**config.mk**
```make
export PLATFORM = sky130hd
export DESIGN_NAME = gclru_queue
export DESIGN_NICKNAME = d
export VERILOG_FILES = /design/src/rtl/core/gclru_pkg.sv /design/src/rtl/core/gclru_queue.sv
export SDC_FILE = /design/constraint.sdc
export NUM_CORES = 1
export LEC_CHECK = 0
export ABC_AREA = 1
export BUFFER_PORTS_ARGS = -buffer_cell sky130_fd_sc_hd__buf_4
export CAP_MARGIN = 0
export CORE_MARGIN = 5
export CORE_UTILIZATION = 56
export DETAILED_ROUTE_END_ITERATION = 12
export HOLD_SLACK_MARGIN = 0.15
export PLACE_DENSITY_LB_ADDON = 0.3
export SYNTH_ARGS = -nofsm -noshare
export SYNTH_HDL_FRONTEND = slang
export SYNTH_SLANG_ARGS = --single-unit
```
**constraint.sdc**
```tcl
create_clock -name clock -period 9.4 [get_ports clock]
set_clock_uncertainty 0.2 [all_clocks]
set_input_delay 0.47 -clock clock [delete_from_list [all_inputs] [get_ports clock]]
set_output_delay 0.47 -clock clock [all_outputs]
set_load 0.05 [all_outputs]
```
**src/rtl/core/gclru_pkg.sv**
```systemverilog
`timescale 1ns / 1ps
`default_nettype none
// ----------------------------------------------------------------------------
// gclru_pkg
// types and status codes shared by the glyph cache lookup modules
// ----------------------------------------------------------------------------
package gclru_pkg;

   localparam int unsigned CHAR_W   = 21;
   localparam int unsigned COLOUR_W = 32;
   localparam int unsigned STATUS_W = 2;
   localparam int unsigned SLOT_W   = 6;

   localparam logic [STATUS_W-1:0] ST_HIT   = 2'd0;
   localparam logic [STATUS_W-1:0] ST_FILL  = 2'd1;
   localparam logic [STATUS_W-1:0] ST_EVICT = 2'd2;
   localparam logic [STATUS_W-1:0] ST_FAIL  = 2'd3;

   typedef struct packed {
      logic [CHAR_W-1:0]   char_code;
      logic [COLOUR_W-1:0] fore_colour;
      logic [COLOUR_W-1:0] back_colour;
      logic                render_ok;
   } req_type;

   typedef struct packed {
      logic [STATUS_W-1:0] status;
      logic [SLOT_W-1:0]   slot;
   } rsp_type;

endpackage : gclru_pkg
`default_nettype wire

```
**src/rtl/core/gclru_queue.sv**
```systemverilog
`timescale 1ns / 1ps
`default_nettype none
// ----------------------------------------------------------------------------
// gclru_queue
// two-entry request queue between the front and the back
// ----------------------------------------------------------------------------
module gclru_queue
   import gclru_pkg::*;
(
   input  wire logic    clock,
   input  wire logic    reset,
   input  wire logic    in_valid,
   output logic         in_ready,
   input  wire req_type in_data,
   output logic         out_valid,
   input  wire logic    out_ready,
   output req_type      out_data
);

   req_type    mem_ff [2];
   logic       wr_ptr_ff, wr_ptr_in;
   logic       rd_ptr_ff, rd_ptr_in;
   logic [1:0] count_ff, count_in;
   logic       push, pop;

   assign in_ready  = (count_ff != 2'd2);
   assign out_valid = (count_ff != 2'd0);
   assign out_data  = mem_ff[rd_ptr_ff];
   assign push      = in_valid && in_ready;
   assign pop       = out_valid && out_ready;

   always_comb begin
      wr_ptr_in = push ? ~wr_ptr_ff : wr_ptr_ff;
      rd_ptr_in = pop ? ~rd_ptr_ff : rd_ptr_ff;
      count_in  = count_ff + {1'b0, push} - {1'b0, pop};
   end

   always_ff @(posedge clock) begin
      if (reset) begin
         wr_ptr_ff <= 1'b0;
         rd_ptr_ff <= 1'b0;
         count_ff  <= 2'd0;
      end else begin
         wr_ptr_ff <= wr_ptr_in;
         rd_ptr_ff <= rd_ptr_in;
         count_ff  <= count_in;
      end
      if (push) mem_ff[wr_ptr_ff] <= in_data;
   end

endmodule : gclru_queue
`default_nettype wire

```
==> flow_summary.yaml, run 1 <==
die:
  die_h_microns: 119
  coreArea_sq_um: 11500
  die_area_sq_um: 14200
  fp.dieW_microns: 119
  start_util_pct: 57.8
  num_rows: 39
  pin_count: 178
final_layout:
  fillCellCount: 518
  syn2layout_area_growth_pct: 44.7
  register_area_sq_um: 5270
  n_antenna_cell: 0
  final_nets: 675
  drive_above_1_share_pct: 49.7
  multiInputGateArea_sq_um: 1240
drt:
  drt_iter0_markers: 275
  wl_mm: 14.5
  viasPerCell: 5.07
  wl_per_cell_microns: 19.6
  ant_nets: 0
  dr.pass1.iters: 4
  post-route-drc-count: 0
  dr_total_vias: 3744
timing:
  fin_tns_setup_ns: 0
  rsz0062_at_grt: "false"
  drv_slew: 0
  setup_viol: 0
  fmax_mhz: 311
  worst_slack_ns: 6.18
  hold_viol_final: 0
  max_slew_margin_pct: 23.6
  post-route-min-period_ns: 3.22
  worst_pin_slew_ns: 1.15
  finalCritPeriodShare_pct: 34.2
global_route:
  grt_max_degree: 75
  overflow: 0
  track_usage_pct: 21.1
  first_global_vias: 4108
  grt_pass1_wl_mm: 22.6
  antenna_found_initial: 0
worst_setup_path:
  arrival_ns: 2.55
  critPathCaptureType: "output pin"
  required_ns: 8.73
  critical_path_class: "flip-flop to output pin"
  critPathMaxFanout: 74
  cp-start-kind: "flip-flop"
placement:
  port_buffers: 177
  dp_hpwl_mm: 8.09
  pre_cts_ws_ns: 6.59
  place_congestion: 0.758
pwr:
  powerDensity_nw_per_um2: 293
  swShare_pct: 33.7
  seqPwrFrac_pct: 36.9
  p_int_mw: 1.87
  clkPwrFrac_pct: 28.1
  power.switching_uw: 950
  power_frac_comb_pct: 35.0
  p_leak_nw: 3.77
  irDropWorstVdd_mv: 0.208
hold_path:
  hold_path.class: "flip-flop to flip-flop"
yosys:
  seq_area_frac_synth_pct: 79.1
  yosys_register_bits: 177
  synth_warnings: 0
  synth_cell_type_count: 14
  synth_area_sq_um: 6650
  netlist_instances: 305
  syn_avg_cell_area_sq_um: 21.8
  synth_fp_nets: 397
clock_tree:
  numCtsBuffers: 17
  clock_sinks: 177
  clk_pin_slew_ns: 0.06
  cts_root_buffer: "clkbuf_16"
  cts_max_level: 4
  post_cts_buffers: 0
  clock_latency_ns: 0.41
  post_cts_resized: 0
  cts_tree: "done"
  cts_max_path_buffers: 2
flow_run:
  drv_cap: 0
status:
  outcome: "finished, final reports clean"
-- metal layers --
metal  track usage [%]  wire [microns]
met5                 0               0
met4              6.23             130
met2              35.6            7660
met3              7.63            1050
met1              25.7            5640
-- final cells by class --
type	instances	share of cell area (%)
timing repair buffer	269	23.3
inverter	8	0.325
clock buffer	17	4.42
tap	143	1.86
multi-input combinational	110	12.9
clock inverter	15	2.53
sequential	177	54.7
-- power by group through the flow --
stage / sequential (mW) / clock, mW / combinational (mW)
final: 1.04 / 0.792 / 0.986
after global routing: 1.05 / 0.843 / 1.03
after CTS: 1.04 / 0.798 / 0.986
after detailed placement: 1.05 / 0 / 0.951
after global placement: 1.05 / 0 / 0.944
after floorplan: 1.05 / 0 / 0.724
-- Yosys cell counts, drive strengths merged --
master,count,area [sq um]
a21oi,2,10.0
buf,10,126
nand2,8,30.0
inv,8,30.0
nor2,9,33.8
nand3,3,15.0
dfxtp,5,100
mux2,86,1120
ha,2,25.0
edfxtp,172,5160
-- timing repair --
action,CTS,global route
endpoints found under the hold margin,176,0
setup endpoints to repair,0,0
hold buffers,89,0
-- cell usage in the layout (no fill, tap or decap) --
master	netlist	final
clkbuf_16	0	17
dfxtp_1	5	4
mux2_4	40	40
inv_1	8	7
dfxtp_4	0	1
dlygate4sd3_1	0	89
nand2_1	8	8
bufinv_16	0	7
buf_4	0	180
edfxtp_1	172	172
nand3_1	3	3
clkinv_2	0	4
mux2_2	46	46
clkinv_1	0	5
a21oi_1	2	2
nor2_4	0	1
ha_1	2	2
nor2_1	9	8
-- per-stage QoR --
| step | cells | cell area [sq um] | hold slack [ns] | power [mW] | util (%) |
|---|---|---|---|---|---|
| 2_1_floorplan | 305 | 6650 | 0.267 | 1.77 | - |
| 3_3_place_gp | 618 | 8070 | 0.290 | 1.99 | 70.1 |
| 3_5_place_dp | 618 | 8070 | 0.306 | 2.01 | 70.1 |
| 4_1_cts | 739 | 9630 | 0.322 | 2.82 | 83.6 |
| 5_1_grt | 739 | 9630 | 0.363 | 2.92 | 83.6 |
| 6_report | 739 | 9630 | 0.340 | 2.82 | 83.6 |
-- sequential cells by signal, summed over array words and instances (netlist names), named ones only --
register   cells
mem_ff       172
wr_ptr_ff      1
rd_ptr_ff      1
count_ff       2
-- final timing paths --
kind               startpoint             to  slack (ns)  depth (start not counted)
setup / recovery    flip-flop    out_data[3]        6.18                          3
hold / removal      rd_ptr_ff      rd_ptr_ff        0.34                          2
setup reg to reg  count_ff[0]  mem_ff[0][26]        6.59                          5
hold reg to reg     rd_ptr_ff      rd_ptr_ff        0.34                          2
-- worst max-delay path, cell delays in order (launching register included) --
cell     delay, ns
dfxtp_4       0.49
buf_4         0.84
mux2_2        0.46
buf_4         0.20
-- kinds of logic (layout without fill, tap and decap cells) --
kind of cell	count (synthesis)	count (layout)	share of synthesized area, %
AO/OA/AOI/OAI	2	2	0.150
adder cells (fa/ha/maj)	2	2	0.376
buffers and inverters	18	309	2.35
flip-flops	177	177	79.1
multiplexers	86	86	16.8
AND/OR/NAND/NOR	20	20	1.18
Power figures use the tool's default switching activity.
==> run 2: changes to the inputs <==
- CORE_UTILIZATION: 56 -> 52
- clock period: 9.4 -> 3.32 ns (I/O delays scaled with it)
==> flow_summary.yaml, run 2 (same netlist as run 1, synthesis figures left out) <==
drt:
  ant_nets: 0
  dr_total_vias: 3738
  wl_per_cell_microns: 17.2
  drt_iter0_markers: 173
  post-route-drc-count: 0
  dr.pass1.iters: 5
  wl_mm: 13.3
  viasPerCell: 4.85
die:
  coreArea_sq_um: 12600
  die_h_microns: 123
  start_util_pct: 52.9
  num_rows: 41
  fp.dieW_microns: 123
  die_area_sq_um: 15200
  pin_count: 178
timing:
  finalCritPeriodShare_pct: 72.2
  setup_viol: 0
  post-route-min-period_ns: 2.40
  drv_slew: 0
  rsz0062_at_grt: "false"
  fin_tns_setup_ns: 0
  worst_pin_slew_ns: 0.645
  fmax_mhz: 417
  hold_viol_final: 0
  max_slew_margin_pct: 56.9
clock_tree:
  clock_latency_ns: 0.41
  cts_root_buffer: "clkbuf_16"
  cts_tree: "done"
  clk_pin_slew_ns: 0.06
  numCtsBuffers: 17
  hold_buffers: 89
  cts_max_level: 4
  clock_sinks: 177
  post_cts_buffers: 0
  cts_max_path_buffers: 2
  post_cts_resized: 0
final_layout:
  largest_register_ffs: 172
  n_antenna_cell: 0
  largest-register: "mem_ff"
  register_area_sq_um: 5270
  layout_common_cells: "180 x buf_4, 172 x edfxtp_1, 89 x dlygate4sd3_1, 46 x mux2_2, 40 x mux2_4"
  postLayoutCoreUtil_pct: 75.9
  multiInputGateArea_sq_um: 1240
  final_nets: 678
  top_regs: "mem_ff: 172 flops, count_ff: 2 flops"
  syn2layout_area_growth_pct: 43.5
  drive_above_1_share_pct: 49.3
  fin_area_sq_um: 9550
  final_common_cell: "buf_4"
  fillCellCount: 708
global_route:
  use_met3_pct: 5.90
  gr-usage-met2_pct: 30.5
  top_usage_layer: "met2"
  track_usage_pct: 18.1
  first_global_vias: 4069
  grt_max_degree: 48
  grt_pass1_wl_mm: 20.4
  overflow: 0
  use_met1_pct: 22.0
  antenna_found_initial: 0
hold_path:
  hold_path.class: "input pin to flip-flop"
pwr:
  irDropWorstVdd_mv: 0.571
  powerDensity_nw_per_um2: 776
  p_leak_nw: 3.71
  power_mw: 7.41
worst_setup_path:
  cpMaxStageDelayCell: "dfxtp_4"
  critical_path.cell_chain: "buf_4 > mux2_2 > buf_4"
  arrival_ns: 2.03
  required_ns: 2.95
  critical_path_class: "flip-flop to output pin"
  crit_path_frequent_cell: "buf_4"
  critPathMaxFanout: 22
  slowest_delay_ns: 0.58
  critPathCaptureType: "output pin"
  cp-start-kind: "flip-flop"
status:
  outcome: "finished, final reports clean"
flow_run:
  drv_cap: 0
placement:
  place_congestion: 0.738
  placed_area_sq_um: 8170
  port_buffers: 177
  dp_hpwl_mm: 8.26
-- run 2: stage by stage --
step                instances  setup slack (ns)  hold slack [ns]
global placement          650              1.24            0.133
finish                    770             0.923            0.268
global route              770             0.840            0.263
CTS                       770             0.892            0.248
detailed placement        650              1.15            0.146
floorplan                 305            0.0473           0.0372
-- run 2: layout make-up --
| class | count | share of cell area (%) |
|---|---|---|
| inverter | 8 | 0.328 |
| multi-input combinational | 110 | 13.0 |
| clock inverter | 9 | 0.459 |
| clock buffer | 22 | 4.65 |
| tap | 172 | 2.25 |
| timing repair buffer | 272 | 24.1 |
| sequential | 177 | 55.2 |
-- run 2: critical path: cells and delay by family (launching register included) --
| family | cells | cell delay, ns |
|---|---|---|
| flip-flops | 1 | 0.58 |
| multiplexers | 1 | 0.39 |
| buffers and inverters | 2 | 0.60 |
-- run 2: path summary, 6_finish.rpt --
path              depth (start not counted)  slack [ns]      endpoint   startpoint
setup / recovery                          3        0.92   out_data[6]    flip-flop
hold / removal                            3        0.27   count_ff[0]        reset
setup reg to reg                          5        1.17  mem_ff[0][6]  count_ff[0]
hold reg to reg                           2        0.30     rd_ptr_ff    rd_ptr_ff
-- run 2: report_power, final --
group	switching, mW	internal (mW)
Combinational	1.79	1.01
Sequential	0.115	2.83
Clock	0.730	0.935
-- run 2: per-layer routing --
layer	share of wire, %	wire length (microns)
met1	40	5280
met2	51	6700
met3	8.3	1110
met4	1.3	175
met5	0	0
